`config.mk`:
```
export PLATFORM = sky130hd
export DESIGN_NAME = s2c_fifo
export DESIGN_NICKNAME = d
export VERILOG_FILES = /design/src/design/s2c_fifo.sv
export SDC_FILE = /design/constraint.sdc
export NUM_CORES = 1
export LEC_CHECK = 0
export BUFFER_PORTS_ARGS = -buffer_cell sky130_fd_sc_hd__buf_4
export CAP_MARGIN = 30
export CORE_MARGIN = 4
export CORE_UTILIZATION = 40
export DETAILED_ROUTE_END_ITERATION = 10
export MAX_ROUTING_LAYER = met4
export SETUP_SLACK_MARGIN = 0.05
export SLEW_MARGIN = 10
export SYNTH_ARGS = -nofsm -noshare
export SYNTH_HDL_FRONTEND = slang
export SYNTH_SLANG_ARGS = --single-unit
```
`constraint.sdc`:
```
create_clock -name clk_i -period 1.89 [get_ports clk_i]
set_clock_uncertainty 0.1 [all_clocks]
set_input_delay 0 -clock clk_i [delete_from_list [all_inputs] [get_ports clk_i]]
set_output_delay 0 -clock clk_i [all_outputs]
set_load 0.02 [all_outputs]
```
`src/design/s2c_fifo.sv`:
```
module s2c_fifo #(
  parameter int WIDTH = 8,
  parameter int DEPTH = 2,
  localparam int AW   = $clog2(DEPTH),
  localparam int CNTW = $clog2(DEPTH + 1)
) (
  input  logic             clk_i,
  input  logic             rst_ni,
  input  logic             push_i,
  input  logic [WIDTH-1:0] data_i,
  output logic             full_o,
  input  logic             pop_i,
  output logic [WIDTH-1:0] data_o,
  output logic             empty_o
);

  logic [WIDTH-1:0] mem_q [DEPTH];
  logic [AW-1:0]    wr_ptr_q, wr_ptr_d;
  logic [AW-1:0]    rd_ptr_q, rd_ptr_d;
  logic [CNTW-1:0]  cnt_q, cnt_d;
  logic             do_push, do_pop;

  assign full_o  = (cnt_q == CNTW'(DEPTH));
  assign empty_o = (cnt_q == '0);
  assign do_push = push_i & ~full_o;
  assign do_pop  = pop_i & ~empty_o;
  assign data_o  = mem_q[rd_ptr_q];

  always_comb begin
    wr_ptr_d = wr_ptr_q;
    rd_ptr_d = rd_ptr_q;
    if (do_push) begin
      wr_ptr_d = (wr_ptr_q == AW'(DEPTH - 1)) ? '0 : wr_ptr_q + 1'b1;
    end
    if (do_pop) begin
      rd_ptr_d = (rd_ptr_q == AW'(DEPTH - 1)) ? '0 : rd_ptr_q + 1'b1;
    end
    case ({do_push, do_pop})
      2'b10:   cnt_d = cnt_q + 1'b1;
      2'b01:   cnt_d = cnt_q - 1'b1;
      default: cnt_d = cnt_q;
    endcase
  end

  always_ff @(posedge clk_i or negedge rst_ni) begin
    if (!rst_ni) begin
      wr_ptr_q <= '0;
      rd_ptr_q <= '0;
      cnt_q    <= '0;
    end else begin
      wr_ptr_q <= wr_ptr_d;
      rd_ptr_q <= rd_ptr_d;
      cnt_q    <= cnt_d;
    end
  end

  always_ff @(posedge clk_i) begin
    if (do_push) begin
      mem_q[wr_ptr_q] <= data_i;
    end
  end

endmodule

```
* Yosys cells after proc, flatten, opt, wreduce, memory -nomap -nowiden
Memories as Yosys holds them, arrays and structs flattened. Index checks and enable logic that the tools add are counted.
Storage, ports and cells: memories 1, register bits after elaboration 4, input bits 12, bits in writable memories 16, output and inout port bits 10, word-level logic and storage cells 22
Cells by class: add/subtract/negate cells 4, mux-type cells 5, eq/ne operators 3, reductions and logical operators 2, bitwise logic cells 4
Memory list:
- mem_q | depth 2, bits a word 8, rd ports 1, clocked after Yosys merged registers in 0, wr ports 1, line 17 | logic [WIDTH-1:0] mem_q [DEPTH];
Operators by type and width (count):
- $eq A2 B2 Y1 const B | 2
- $mux W1 | 4
- $pmux W2 S2 | 1
- $add A1 B1 Y1 const B | 2
- $add A2 B1 Y2 const B | 1
- $and A1 B1 Y1 | 2
- $eq A2 B1 Y1 const B | 1
- $logic_not A2 Y1 | 1
- $not A1 Y1 | 2
- $reduce_bool A2 Y1 | 1
- $sub A2 B1 Y2 const B | 1

* Longest topological paths before layout
Gate-level depths: netlist (run 1).
depth in word-level cells 5, depth in mapped cells 6, gate-level depth less buffers 6

* Worst setup path after synthesis (run 1)
Ideal clock, no wire load.
path type register -> register, start register cnt_q[0], end register cnt_q[1], stages on the path, launching flop included 6, path buffers 0, required time 1.711 ns, path slack 0.295 ns, period minus slack after synthesis 1.595 ns, arrival 1.416 ns, setup time 0.079 ns, cells stage by stage dfrtp_1 > nor2_1 > nor2b_2 > ha_1 > nor2_1 > xor2_1
On the way: longest elaborated chain between the ends 5, elaborated cells between the ends (all ways) 12, those cells by class add/sub (2); eq/ne (3); mux (1); bitwise (4); reduce/logical (2)
RTL lines:
- from (decl) | line 20 | logic [CNTW-1:0] cnt_q, cnt_d;
- from (signal assigned) | line 53 | cnt_q <= cnt_d;
- $logic_not A2 Y1 (*) | line 24 | assign empty_o = (cnt_q == '0);
- via empty_o | line 14 | output logic empty_o
- $not A1 Y1 (*) | line 26 | assign do_pop = pop_i & ~empty_o;
- $and A1 B1 Y1 (*) | line 26
- via do_pop | line 21 | logic do_push, do_pop;
- $eq A2 B1 Y1 / $eq A2 B2 Y1 (equally long branches) | line 38 | case ({do_push, do_pop})
- $pmux W2 S2 / $reduce_bool A2 Y1 (equally long branches)
The timed path passes the listed nets; every way through them passes the cells marked *. A chain may end at the register's enable or synchronous reset.

* Worst setup path in the final report (run 1)
start register rd_ptr_q, end output port data_o[1]
On the way: longest elaborated chain between the ends 1
RTL lines:
- from (decl) | line 19 | logic [AW-1:0] rd_ptr_q, rd_ptr_d;
- from (signal assigned) | line 52 | rd_ptr_q <= rd_ptr_d;
- $mem_v2 Z2 W8
- to (decl) | line 13 | output logic [WIDTH-1:0] data_o,
No other way between the ends.

==> flow_summary.json, run 1 <==
{
  "status": "completed",
  "p_sw_mw": 0.514,
  "core_sq_mm": 0.00178,
  "worstHoldPathType": "input pin to register",
  "tightest_slew_ns": 0.378,
  "pwr-share-seq_pct": 45.7,
  "cts-htree-levels": 1,
  "diodes": 0,
  "hold_start": "data_i[4]",
  "gp_congestion": 0.778,
  "worstSkewPairLatency_ns": 0.29,
  "drt_iter0_drc": 6,
  "grt_usage_pct": 12.0,
  "vdd_drop_max_v": 0.000865,
  "syn_nets": 56,
  "crit_type": "register to output pin",
  "synth_warnings": 0,
  "power_density_mw_per_mm2": 1370,
  "power_frac_clock_pct": 13.2,
  "ys_ff_latch": 20,
  "synthDistinctLibCells": 13,
  "nNetsFinal": 94,
  "cts_buffers": 3,
  "rsz0062_at_grt": "false",
  "post-cts-setup-buffers": 0,
  "start_util_pct": 43.3,
  "num_vias": 470,
  "synth_area_per_cell_sq_um": 18.0,
  "end_kind": "output pin",
  "final_cell_mix": "buf_4, edfxtp_1, dlygate4sd3_1, mux2_2, dfrtp_1",
  "grt_max_degree": 12,
  "swShare_pct": 33.7,
  "drive_gt1_share_pct": 42.5,
  "cp.required_ns": 1.79,
  "place_ws_ns": 0.428,
  "combPwrFrac_pct": 41.1,
  "cts_hold_buf": 12,
  "hpwlAfterDp_microns": 898,
  "r2r-start": "cnt_q[0]$_DFFE_PN0P_",
  "cts_buffer_depth": 2,
  "cts_sinks": 20,
  "slew_viol_final": 0,
  "area_delta_synth_final_pct": 43.8,
  "row_count": 15,
  "cts.repair.resized": 0,
  "fin_crit_sh_pct": 80.1,
  "final.setup.worst_slack_ns": 0.376,
  "die_h_microns": 51.9,
  "fillers": 156,
  "p_int_mw": 1.01,
  "fp.dieW_microns": 51.9,
  "final_hold_viol_count": 0,
  "critPathLaunch": "rd_ptr_q$_DFFE_PN0P_",
  "holdWs_ns": 0.328,
  "antenna_found_initial": 0,
  "vias_per_cell": 4.48,
  "ant_nets": 0,
  "critPathArrivalTime_ns": 1.41,
  "grt_overflow": 0,
  "tns_ns": 0,
  "total_power_mw": 1.53,
  "wl_per_cell_microns": 12.4,
  "cts_tree": "done",
  "syn_area_sq_um": 772,
  "drc": 0,
  "setup_viol": 0,
  "cts_root_buf": "clkbuf_4",
  "period_needed_ns": 1.51,
  "slew_headroom_pct": 74.8,
  "ys_seq_area_share_pct": 75.2,
  "cp_max_fo": 9,
  "grt_pass1_wl_microns": 2280,
  "fmax_mhz": 660,
  "ios": 22,
  "path_clk_slew_ns": 0.11,
  "dr.pass1.iters": 2,
  "start_kind": "register",
  "maxCapViolations": 0,
  "drt-total-wl_microns": 1300,
  "die_area_sq_mm": 0.00270,
  "port_buffers": 21,
  "leakage_nw": 0.451,
  "synth_cells": 43,
  "layout_commonest_cell": "buf_4",
  "grt_pass1_vias": 510
}
final cells by class:
class,count,area [sq um],area share [%]
inverters,1,3.75,0.338
clock inverters,1,3.75,0.338
well taps,25,31.3,2.82
clock buffers,3,22.5,2.03
flip-flops and latches,20,581,52.3
multi-input cells,21,183,16.5
repair buffers,34,285,25.7
worst paths after layout:
path / end / slack (ns) / depth (start not counted)
worst max-delay path: data_o[1] / 0.38 / 2
worst min-delay path: mem_q[0][4]$_DFFE_PP_ / 0.33 / 2
worst max register to register: cnt_q[1]$_DFFE_PN0P_ / 0.41 / 5
worst min register to register: wr_ptr_q$_DFFE_PN0P_ / 0.40 / 1
max in group asynchronous: wr_ptr_q$_DFFE_PN0P_ / 1.02 / 3
min in group asynchronous: rd_ptr_q$_DFFE_PN0P_ / 0.50 / 3
registers in the layout, summed over array words and instances (netlist names):
register  flops
mem_q        16
cnt_q         2
rd_ptr_q      1
wr_ptr_q      1
worst max-delay path: stages, from the launching register on:
cell and delay [ns]:
dfrtp_1 0.58, mux2_2 0.38, buf_4 0.16
metal layers:
metal | GRT usage, % | up-vias | routed length (microns)
met4 | 5.24 | 0 | 9
met1 | 14.4 | 231 | 535
met2 | 19.5 | 11 | 711
met3 | 2.58 | 2 | 48
met5 | - | - | 0
li1 | - | 226 | -
synth_stat cells, drive strengths merged:
cell type  count  share of area (%)
nand2          1               0.49
inv            1               0.49
nor2b          1                1.1
ha             1                1.6
nand2b         1               0.81
buf            1               0.65
mux2           8                 12
edfxtp        16                 62
nor2           3                1.5
xnor2          3                3.4
dfrtp          4                 13
xor2           2                2.3
and3           1               0.81
cell families (layout without fill, tap and decap cells):
logic type / Yosys count / count (layout) / share of synthesized area [%]
flip-flops: 20 / 20 / 75.2
multiplexers: 8 / 8 / 11.7
AND/OR/NAND/NOR: 7 / 7 / 4.70
XOR/XNOR: 5 / 5 / 5.67
buffers and inverters: 2 / 39 / 1.13
adder cells (fa/ha/maj): 1 / 1 / 1.62
power by group through the flow:
| stage | registers, mW | clock network, mW | logic, mW |
|---|---|---|---|
| floorplan | 0.664 | 0 | 0.431 |
| global placement | 0.710 | 0 | 0.609 |
| detailed placement | 0.714 | 0 | 0.616 |
| CTS | 0.701 | 0.208 | 0.638 |
| global route | 0.716 | 0.225 | 0.696 |
| finish | 0.698 | 0.201 | 0.627 |
through the flow:
stage | cell area, sq um | utilization (%) | instances
after detailed placement | 963 | 54.0 | 89
after global placement | 963 | 54.0 | 89
after CTS | 1110 | 62.2 | 105
after global routing | 1110 | 62.2 | 105
final | 1110 | 62.2 | 105
after floorplan | 772 | - | 43
No activity file was read; power rests on OpenSTA's default activity.
==> run 2: changes to the inputs <==
==> constraint.sdc (replaced) <==
create_clock -name clk_i -period 1.5 [get_ports clk_i]
set_clock_uncertainty 0.1 [all_clocks]
set_input_delay 0 -clock clk_i [delete_from_list [all_inputs] [get_ports clk_i]]
set_output_delay 0 -clock clk_i [all_outputs]
set_load 0.02 [all_outputs]
==> run 2 against run 1 <==
Combinational power rose by 55%. Clock power rose by 110%. Global-route usage fell by 1.1 points. Worst hold slack got worse by 0.0047 ns. Core utilization rose by 6.0 points. Wire length rose by 4.4%. Sequential power rose by 29%. Non-clock buffer count rose by 4. Largest power group is now combinational logic. Highest routed layer unchanged.
==> flow_summary.json, run 2 (synthesized netlist as in run 1, its figures left out) <==
{
  "end_kind": "output pin",
  "diodes": 0,
  "gp_congestion": 0.732,
  "cp.required_ns": 1.40,
  "crit_type": "register to output pin",
  "tns_ns": 0,
  "reg_top3": "mem_q (16), cnt_q (2)",
  "ios": 22,
  "drive_gt1_share_pct": 57.1,
  "final_hold_viol_count": 0,
  "final_cells": 109,
  "largest_reg_flops": 16,
  "cts_buffer_depth": 2,
  "worstHoldPathType": "input pin to register",
  "fp.dieW_microns": 51.9,
  "num_vias": 482,
  "antenna_found_initial": 0,
  "final-seq-area_sq_um": 583,
  "cts-htree-levels": 1,
  "port_buffers": 21,
  "grt_usage_pct": 11.0,
  "nNetsFinal": 98,
  "combPwrFrac_pct": 42.2,
  "status": "completed",
  "leakage_nw": 0.496,
  "total_power_mw": 2.30,
  "final_cell_mix": "buf_4, edfxtp_1, dlygate4sd3_1, mux2_2, clkbuf_4",
  "power_frac_clock_pct": 18.6,
  "swShare_pct": 31.7,
  "start_util_pct": 43.3,
  "hpwlAfterDp_microns": 892,
  "rsz0062_at_grt": "true",
  "worstSkewPairLatency_ns": 0.29,
  "cts_tree": "done",
  "drt-total-wl_microns": 1360,
  "design_area_sq_mm": 0.00122,
  "pwr-share-seq_pct": 39.2,
  "place_area_sq_um": 991,
  "cp_max_fo": 9,
  "grt_pass1_wl_microns": 1990,
  "row_count": 15,
  "p_int_mw": 1.57,
  "tightest_slew_ns": 0.203,
  "slew_headroom_pct": 86.5,
  "area_delta_synth_final_pct": 57.5,
  "slew_viol_final": 0,
  "cts_sinks": 20,
  "vdd_drop_max_v": 0.00113,
  "cts_buffers": 3,
  "setup_viol": 0,
  "cts_root_buf": "clkbuf_4",
  "fillers": 135,
  "fin_crit_sh_pct": 93.9,
  "drt_iter0_drc": 5,
  "grt_max_degree": 13,
  "wl_per_cell_microns": 12.5,
  "die_h_microns": 51.9,
  "drc": 0,
  "maxCapViolations": 0,
  "period_needed_ns": 1.41,
  "start_kind": "register",
  "grt_overflow": 0,
  "layout_commonest_cell": "buf_4",
  "core_sq_mm": 0.00178,
  "p_sw_mw": 0.730,
  "placedCellCount": 92,
  "largest_register": "mem_q",
  "vias_per_cell": 4.42,
  "dr.pass1.iters": 4,
  "die_area_sq_mm": 0.00270,
  "power_density_mw_per_mm2": 1890,
  "path_clk_slew_ns": 0.11,
  "critPathArrivalTime_ns": 1.31,
  "fmax_mhz": 710,
  "grt_pass1_vias": 479,
  "ant_nets": 0,
  "multi_input_area_sq_um": 230
}
-- run 2: changes by cell type in the layout (fill, tap and decap cells not counted), moves of 2 or more --
| cell | previous run | this run |
|---|---|---|
| buf_4 | 22 | 26 |
| nor2_1 | 3 | 0 |
| dfrtp_1 | 4 | 2 |
| dfrtp_2 | 0 | 2 |
| nor2_2 | 0 | 2 |
-- run 2: final cells by class --
| class | instances | share of cell area [%] |
|---|---|---|
| clock buffer | 3 | 1.85 |
| inverter | 1 | 0.309 |
| sequential | 20 | 47.9 |
| tap | 25 | 2.57 |
| multi-input combinational | 21 | 18.9 |
| timing repair buffer | 38 | 25.9 |
| clock inverter | 1 | 2.47 |
-- run 2: timing repair --
action	CTS	global route
gates resized for setup	2	7
setup endpoints to repair	9	9
buffers inserted	0	1
endpoints found under the hold margin	22	0
hold buffers	12	0
-- run 2: final timing paths --
kind                                 startpoint               endpoint  slack, ns  cells past startpoint
max                        rd_ptr_q$_DFFE_PN0P_              data_o[4]       0.09                      2
min                                   data_i[1]  mem_q[1][1]$_DFFE_PP_       0.32                      2
max reg2reg                cnt_q[0]$_DFFE_PN0P_   cnt_q[1]$_DFFE_PN0P_       0.12                      6
min reg2reg                wr_ptr_q$_DFFE_PN0P_   wr_ptr_q$_DFFE_PN0P_       0.43                      1
max in group asynchronous                rst_ni   cnt_q[1]$_DFFE_PN0P_       0.62                      3
min in group asynchronous                rst_ni   wr_ptr_q$_DFFE_PN0P_       0.50                      3
-- run 2: critical path: stages, from the launching register on --
cell	delay (ns)
dfrtp_2	0.49
mux2_2	0.37
buf_4	0.16
-- run 2: power groups by stage --
stage                     clock network (mW)  logic [mW]  registers, mW
after CTS                              0.444       0.869          0.886
after global routing                   0.459        1.04          0.921
after floorplan                            0       0.549          0.843
after global placement                     0       0.834          0.891
final                                  0.428       0.972          0.903
after detailed placement                   0       0.836          0.895
-- run 2: metrics by stage --
step | utilization [%] | setup WS [ns] | hold slack (ns)
after floorplan | - | 0.0220 | -0.396
after detailed placement | 55.6 | 0.0542 | -0.297
after global placement | 55.6 | 0.0789 | -0.298
after CTS | 65.5 | 0.0507 | 0.311
after global routing | 68.2 | 0.0170 | 0.329
final | 68.2 | 0.0909 | 0.323
-- run 2: per-layer routing --
layer / part of all wire, % / GRT usage (%) / vias to the layer above
met3: 3.5 / 2.58 / 2
met4: 0.73 / 6.55 / 0
met2: 59 / 18.8 / 7
li1: - / - / 236
met1: 37 / 11.3 / 237
met5: 0 / - / -
